### src/hdl/dss_pkg.sv
`timescale 1ns / 1ps
// ----------------------------------------------------------------------------
// dss_pkg
// Shared types and constants of the drum step sequencer: operation codes,
// controller/datapath command and status bundles, velocity constants.
// ----------------------------------------------------------------------------
package dss_pkg;

    typedef enum logic [3:0] {
        MODE_TICK   = 4'd0,
        MODE_START  = 4'd1,
        MODE_STOP   = 4'd2,
        MODE_SET    = 4'd3,
        MODE_TOGGLE = 4'd4,
        MODE_CYCLE  = 4'd5,
        MODE_CLEAR  = 4'd6,
        MODE_QWRITE = 4'd7,
        MODE_COMMIT = 4'd8,
        MODE_LENGTH = 4'd9,
        MODE_READ   = 4'd10
    } mode_t;

    localparam int MAX_RESULTS = 8;

    localparam logic [7:0] VEL_FULL    = 8'd255;
    localparam logic [7:0] VEL_HALF    = 8'd128;
    localparam logic [7:0] VEL_QUARTER = 8'd64;
    localparam logic [7:0] VEL_EIGHTH  = 8'd32;

    localparam logic [7:0] PPS_RESET = 8'd6;
    localparam logic [6:0] LEN_RESET = 7'd16;

    // commands from the controller to the datapath
    typedef struct packed {
        logic latch;
        logic tick_count;
        logic tick_step;
        logic do_start;
        logic do_stop;
        logic wr_set;
        logic wr_queue;
        logic rmw_write;
        logic commit;
        logic set_len;
        logic sweep_rst;
        logic clear_active;
        logic clear_queued;
        logic copy_step;
        logic scan_rst;
        logic scan_step;
        logic emit_status;
        logic emit_read;
        logic flush;
    } dss_cmd_t;

    // status from the datapath to the controller
    typedef struct packed {
        mode_t mode;
        logic  addr_ok;
        logic  playing;
        logic  advance;
        logic  wrap_load;
        logic  clr_last;
        logic  copy_last;
        logic  pos_ok;
        logic  scan_end;
    } dss_status_t;

    // velocity cycle: off, full, half, quarter, eighth, off
    function automatic logic [7:0] cycle_next(input logic [7:0] v);
        logic [7:0] r;
        if (v == 8'd0)
            r = VEL_FULL;
        else if (v == VEL_FULL)
            r = VEL_HALF;
        else if (v == VEL_HALF)
            r = VEL_QUARTER;
        else if (v == VEL_QUARTER)
            r = VEL_EIGHTH;
        else
            r = 8'd0;
        return r;
    endfunction

endpackage

### src/hdl/dss_ctrl.sv
`timescale 1ns / 1ps
// ----------------------------------------------------------------------------
// dss_ctrl
// Controller of the drum step sequencer: decodes each accepted command and
// sequences the datapath through edits, memory sweeps and the trigger scan.
// ----------------------------------------------------------------------------
module dss_ctrl
    import dss_pkg::*;
(
    input  logic        clk,
    input  logic        rst_n,
    input  logic        start,
    output logic        busy,
    input  dss_status_t status,
    output dss_cmd_t    cmd
);

    typedef enum logic [3:0] {
        S_INIT,
        S_IDLE,
        S_DECODE,
        S_RMW,
        S_RDWAIT,
        S_CLEAR,
        S_COPY,
        S_SCAN,
        S_FLUSH
    } state_t;

    state_t state_reg, state_next;
    logic   busy_reg;

    always_comb
    begin
        cmd        = '0;
        state_next = state_reg;
        unique case (state_reg)
            S_INIT:
            begin
                // power-up pass zeroes both stores
                cmd.clear_active = 1'b1;
                cmd.clear_queued = 1'b1;
                if (status.clr_last)
                    state_next = S_IDLE;
            end
            S_IDLE:
            begin
                if (start)
                begin
                    cmd.latch  = 1'b1;
                    state_next = S_DECODE;
                end
            end
            S_DECODE:
            begin
                state_next = S_IDLE;
                unique case (status.mode)
                    MODE_TICK:
                    begin
                        if (!status.playing)
                            cmd.emit_status = 1'b1;
                        else if (!status.advance)
                        begin
                            cmd.tick_count  = 1'b1;
                            cmd.emit_status = 1'b1;
                        end
                        else
                        begin
                            cmd.tick_step = 1'b1;
                            if (status.wrap_load)
                            begin
                                cmd.sweep_rst = 1'b1;
                                state_next    = S_COPY;
                            end
                            else
                            begin
                                cmd.scan_rst = 1'b1;
                                state_next   = S_SCAN;
                            end
                        end
                    end
                    MODE_START:
                    begin
                        cmd.do_start = 1'b1;
                        cmd.scan_rst = 1'b1;
                        state_next   = S_SCAN;
                    end
                    MODE_STOP:
                    begin
                        cmd.do_stop     = 1'b1;
                        cmd.emit_status = 1'b1;
                    end
                    MODE_SET:
                    begin
                        cmd.wr_set      = 1'b1;
                        cmd.emit_status = 1'b1;
                    end
                    MODE_TOGGLE, MODE_CYCLE:
                    begin
                        if (status.addr_ok)
                            state_next = S_RMW;
                        else
                            cmd.emit_status = 1'b1;
                    end
                    MODE_CLEAR:
                    begin
                        cmd.sweep_rst = 1'b1;
                        state_next    = S_CLEAR;
                    end
                    MODE_QWRITE:
                    begin
                        cmd.wr_queue    = 1'b1;
                        cmd.emit_status = 1'b1;
                    end
                    MODE_COMMIT:
                    begin
                        cmd.commit      = 1'b1;
                        cmd.emit_status = 1'b1;
                    end
                    MODE_LENGTH:
                    begin
                        cmd.set_len     = 1'b1;
                        cmd.emit_status = 1'b1;
                    end
                    MODE_READ:
                    begin
                        if (status.addr_ok)
                            state_next = S_RDWAIT;
                        else
                            cmd.emit_status = 1'b1;
                    end
                    default:
                    begin
                        cmd.emit_status = 1'b1;
                    end
                endcase
            end
            S_RMW:
            begin
                cmd.rmw_write   = 1'b1;
                cmd.emit_status = 1'b1;
                state_next      = S_IDLE;
            end
            S_RDWAIT:
            begin
                cmd.emit_read = 1'b1;
                state_next    = S_IDLE;
            end
            S_CLEAR:
            begin
                cmd.clear_active = 1'b1;
                if (status.clr_last)
                begin
                    cmd.emit_status = 1'b1;
                    state_next      = S_IDLE;
                end
            end
            S_COPY:
            begin
                cmd.copy_step = 1'b1;
                if (status.copy_last)
                begin
                    cmd.scan_rst = 1'b1;
                    state_next   = S_SCAN;
                end
            end
            S_SCAN:
            begin
                if (!status.pos_ok)
                    state_next = S_FLUSH;
                else
                begin
                    cmd.scan_step = 1'b1;
                    if (status.scan_end)
                        state_next = S_FLUSH;
                end
            end
            S_FLUSH:
            begin
                cmd.flush  = 1'b1;
                state_next = S_IDLE;
            end
            default:
            begin
                state_next = S_IDLE;
            end
        endcase
    end

    always_ff @(posedge clk or negedge rst_n)
    begin
        if (!rst_n)
        begin
            state_reg <= S_INIT;
            busy_reg  <= 1'b1;
        end
        else
        begin
            state_reg <= state_next;
            busy_reg  <= (state_next != S_IDLE);
        end
    end

    assign busy = busy_reg;

endmodule

### config.mk
export PLATFORM = sky130hd
export DESIGN_NAME = dss_ctrl
export DESIGN_NICKNAME = d
export VERILOG_FILES = /design/src/hdl/dss_pkg.sv /design/src/hdl/dss_ctrl.sv
export SDC_FILE = /design/constraint.sdc
export NUM_CORES = 1
export LEC_CHECK = 0
export ABC_CLOCK_PERIOD_IN_PS = 1500
export BUFFER_PORTS_ARGS = -buffer_cell sky130_fd_sc_hd__buf_2
export CAP_MARGIN = 20
export CORE_MARGIN = 4
export CORE_UTILIZATION = 40
export CTS_BUF_LIST = sky130_fd_sc_hd__clkbuf_4 sky130_fd_sc_hd__clkbuf_8
export CTS_CLUSTER_DIAMETER = 40
export DETAILED_ROUTE_END_ITERATION = 10
export PLACE_DENSITY = 0.77
export SKIP_LAST_GASP = 1
export SLEW_MARGIN = 20
export SYNTH_ARGS = -nofsm -noshare
export SYNTH_HDL_FRONTEND = slang
export SYNTH_SLANG_ARGS = --single-unit
export TNS_END_PERCENT = 10
### constraint.sdc
create_clock -name clk -period 1.5 [get_ports clk]
set_input_delay 0.3 -clock clk [delete_from_list [all_inputs] [get_ports clk]]
set_output_delay 0.3 -clock clk [all_outputs]
set_load 0.03 [all_outputs]
---- Word-level counts from Yosys, hierarchy flattened ----
Index checks and enable logic that the tools add are counted.
W data, S select, Z words.
operators by class
  multiplexer cells ....................... 49
  eq/ne operators ......................... 19
  reduce and logical (&&, ||, !) cells .... 6
operator list
  operator              count
  $pmux W4 S5           2
  $eq A4 B3 Y1 const B  8
  $mux W1               29
  $mux W4               7
  $eq A4 B2 Y1 const B  4
  $eq A4 B4 Y1 const B  4
  $eq A4 B1 Y1 const B  2
  $logic_not A4 Y1      2
  $mux W2               3
  $mux W3               2
  $mux W6               1
  $pmux W1 S2           3
  $pmux W1 S3           2
  $reduce_or A2 Y1      3
  $ne A4 B1 Y1 const B  1
  $reduce_or A3 Y1      1
word-level totals
  input port bits ......................... 15
  register bits ........................... 5
  output and inout bits ................... 20

---- Longest topological paths before layout ----
  word-level depth ........................ 6
  gate-level depth with buffers ........... 6
  depth with buffers taken out ............ 5

---- Worst setup path after synthesis ----
OpenSTA, ideal clock, no wires.
  kind .................................... register to output
  start point ............................. register state_reg[0]
  end point ............................... output port cmd[17] in the netlist's numbering
  cell stages (with the launch flop) ...... 5
  path slack .............................. -839 ps
  buffers on the path ..................... 0
  data required time ...................... 1200 ps
  arrival time ............................ 2039 ps
  path through ............................ dfrtp_1 > nand2b_2 > nor3_2 > nand2b_1 > nor4b_1
RTL lines
  item                    line             text
  from (decl)             dss_ctrl.sv:30   state_t state_reg, state_next;
  from (signal assigned)  dss_ctrl.sv:199  state_reg <= state_next;
  to (decl)               dss_ctrl.sv:15   output dss_cmd_t cmd

==> results.py <==
metrics = {
    "power": {
        "netSwitchingFraction_pct": 46.90,
        "peakVddDrop_mv": 1.002,
        "p_int_uw": 683.7,
        "power.density_nw_per_um2": 1097,
        "combinationalPowerShare_pct": 69.5,
        "p_total_uw": 1288,
        "p_leak_uw": 0.0005772,
        "p_sw_uw": 603.8,
        "pwr-share-seq_pct": 17.3,
        "pwr-share-clk_pct": 13.2,
    },
    "routing": {
        "vias_per_cell": 5.582,
        "antenna_left": 0,
        "route.detailed.drc": 0,
        "wl_um": 2321,
        "drtIter0Drc": 8,
        "wl_met3_um": 195,
        "met2_length_um": 1224,
        "met1Wirelength_um": 832,
        "routed.top_layer": "met4",
        "wl_per_cell_um": 14.07,
        "vias": 921,
        "drtPass1Iterations": 4,
    },
    "placed_design": {
        "io_buffers": 34,
        "place_congestion": 0.8880,
        "post_dp_cell_area_um2": 1075,
        "dp_hpwl_um": 1754,
    },
    "grt": {
        "grt_usage_pct": 24.28,
        "grt_pass1_wl_um": 3864,
        "overflow": 0,
        "antenna_found_initial": 0,
        "grt_max_degree": 14,
        "grt_pass1_vias": 974,
    },
    "floorplan": {
        "core_area_um2": 1366,
        "die-width_um": 46.83,
        "row_count": 13,
        "dieArea_um2": 2193,
        "ios": 35,
        "start_util_pct": 44.14,
        "fp.dieH_um": 46.83,
    },
    "outcome": {
        "failed_checks": "setup timing",
        "status": "finished, violations left",
    },
    "synthesis": {
        "synth_xor_area_share_pct": 1.452,
        "synth_fa_ha_area_share_pct": 0,
        "synthSimpleGateAreaFrac_pct": 54.36,
        "synth_area_um2": 603.1,
        "synth_ff_type": "dfrtp_1",
        "synth-seq-cells": 5,
        "synth.area.mux_share_pct": 3.527,
        "yosysSeqAreaShare_pct": 20.95,
        "async_flop_share_pct": 100.0,
        "synth_compound_area_share_pct": 14.11,
        "synth_nets": 101,
        "synth_top_family_by_area": "simple AND/OR/NAND/NOR gates",
        "postSynthCellCount": 86,
        "yosys_warnings": 0,
        "synth_edf_count": 0,
        "synth.distinct_cells": 38,
        "avgSynthCellArea_um2": 7.013,
    },
    "final_layout": {
        "nets": 166,
        "drive_above_1_share_pct": 58.00,
        "fillers": 71,
        "largest_register_ffs": 4,
        "antenna-diode-count": 0,
        "synthToLayoutAreaGrowth_pct": 94.61,
        "postLayoutCellArea_um2": 1174,
    },
    "worst_setup_path": {
        "arrival_ns": 1.57,
        "timing.rr.start": "state_reg[0]",
        "reg2reg_to": "busy",
        "r2r_slack_ns": -0.34,
        "crit_type": "register to output port",
        "cp_max_fo": 5,
        "endpoint_kind": "output port",
        "cp-start-kind": "register",
        "crit_required_ns": 1.20,
        "ff2ff_path_depth": 7,
    },
    "timing": {
        "setup_tns_ns": -5.899,
        "hold_viol": 0,
        "setup_viol": 20,
        "finalMaxSlewViolations": 0,
        "tightest_slew_ns": 0.3432,
        "grt_setup_unrepaired": "yes",
        "final.period_utilization_pct": 124.5,
        "period_minus_slack_ns": 1.868,
        "worst_slack_ns": -0.3681,
        "fin_skew_ns": 0.003303,
        "fmax_mhz": 535.3,
        "max-slew-margin-rel_pct": 76.83,
    },
    "worst_hold_path": {
        "min_path_type": "input pin to async pin",
    },
    "cts": {
        "cts_sinks": 5,
        "tritoncts": "done",
        "clockBufferDepth": 2,
        "h-tree-depth": 1,
        "cts_root_buf": "clkbuf_4",
        "clk_pin_slew_ns": 0.04,
        "numCtsBuffers": 3,
        "clock_latency_ns": 0.24,
    },
    "flow_run": {
        "maxCapViolations": 0,
    },
}
-- per-layer routing --
metal  up-vias  GRT usage (%)
li1        442              -
met1       430          24.19
met2        41          47.43
met3         8          6.130
met4         0          8.840
met5         -              0
-- cell families after synthesis --
kind of cell / Yosys count
compound gates: 14
xor+xnor: 1
buf+inv: 7
flops: 5
mux: 2
simple gates: 57
-- how the worst max path moves through the flow --
stage | from | endpoint | slack, ns | cells after the start
final | state_reg[0] | cmd[16] | -0.37 | 6
after global routing | state_reg[0] | cmd[13] | -0.44 | 5
after CTS | state_reg[0] | cmd[17] | -0.43 | 5
after detailed placement | status[10] | cmd[2] | -0.27 | 7
after global placement | status[9] | cmd[17] | -0.23 | 5
after floorplan | state_reg[3] | cmd[1] | -0.26 | 3
-- power groups by stage --
stage / logic (uW) / clock network, uW / registers [uW]
after floorplan: 510 / 0 / 252
after global placement: 822 / 0 / 216
after detailed placement: 845 / 0 / 221
after CTS: 891 / 173 / 218
after global routing: 971 / 189 / 227
final: 895 / 169 / 223
-- through the flow --
step,std cells,utilization [%],hold WS [ns],setup slack [ns]
final,165,85.90,0.4239,-0.3681
after global routing,165,85.90,0.4247,-0.4394
after CTS,165,84.52,0.4271,-0.4281
after detailed placement,157,78.66,0.1164,-0.2696
after global placement,157,78.66,0.1119,-0.2296
after floorplan,86,-,0.004409,-0.2555
-- cells in the mapped netlist (2+ instances only) --
cell type	number	area, um2
a21oi_1	2	10.01
a31oi_1	2	12.51
buf_2	3	15.01
dfrtp_1	4	100.1
nand2_1	10	37.54
nand2b_1	3	18.77
nand3_1	2	10.01
nand3b_1	2	15.01
nand4b_1	2	17.52
nor2_1	10	37.54
nor2b_1	4	25.02
nor3_1	9	45.04
nor3b_1	2	15.01
nor4b_1	2	17.52
o21ai_0	5	25.02
or3_1	2	12.51
-- placed cells by master, fill, tap and decap left out, drive strengths merged, types with 2 or more instances in the layout --
cell type	instances
nand3b	2
nor3b	2
nor4b	2
a31oi	2
nor2	10
o21ai	6
a21oi	2
or3	3
nor3	10
nand4b	2
nor2b	4
dfrtp	4
nand2	10
nand3	2
clkbuf	4
o311ai	2
buf	65
nand2b	4
-- timing repair --
| item | in CTS | in global routing |
|---|---|---|
| setup buffers | 3 | 0 |
| pin swaps | 2 | 1 |
| gates resized for setup | 6 | 4 |
| setup endpoints to repair | 20 | 22 |
| hold buffers | 1 | 0 |
| endpoints found under the hold margin | 4 | 0 |
-- final cells by class --
cell class                 instances  area (um2)  area share [%]
tap                               15       18.77           1.599
multi-input combinational         74       556.8           47.44
inverter                           1       3.754          0.3198
timing repair buffer              66       437.9           37.31
sequential                         5       126.4           10.77
clock buffer                       4       30.03           2.559
-- critical path: stages, from the launching register on --
cell and delay [ns]:
dfrtp_1 0.38, nand2b_4 0.16, nor3_4 0.22, nand2b_4 0.14, buf_6 0.14, nor3_4 0.12
buf_6 0.15
No activity file was read; power rests on OpenSTA's default activity.
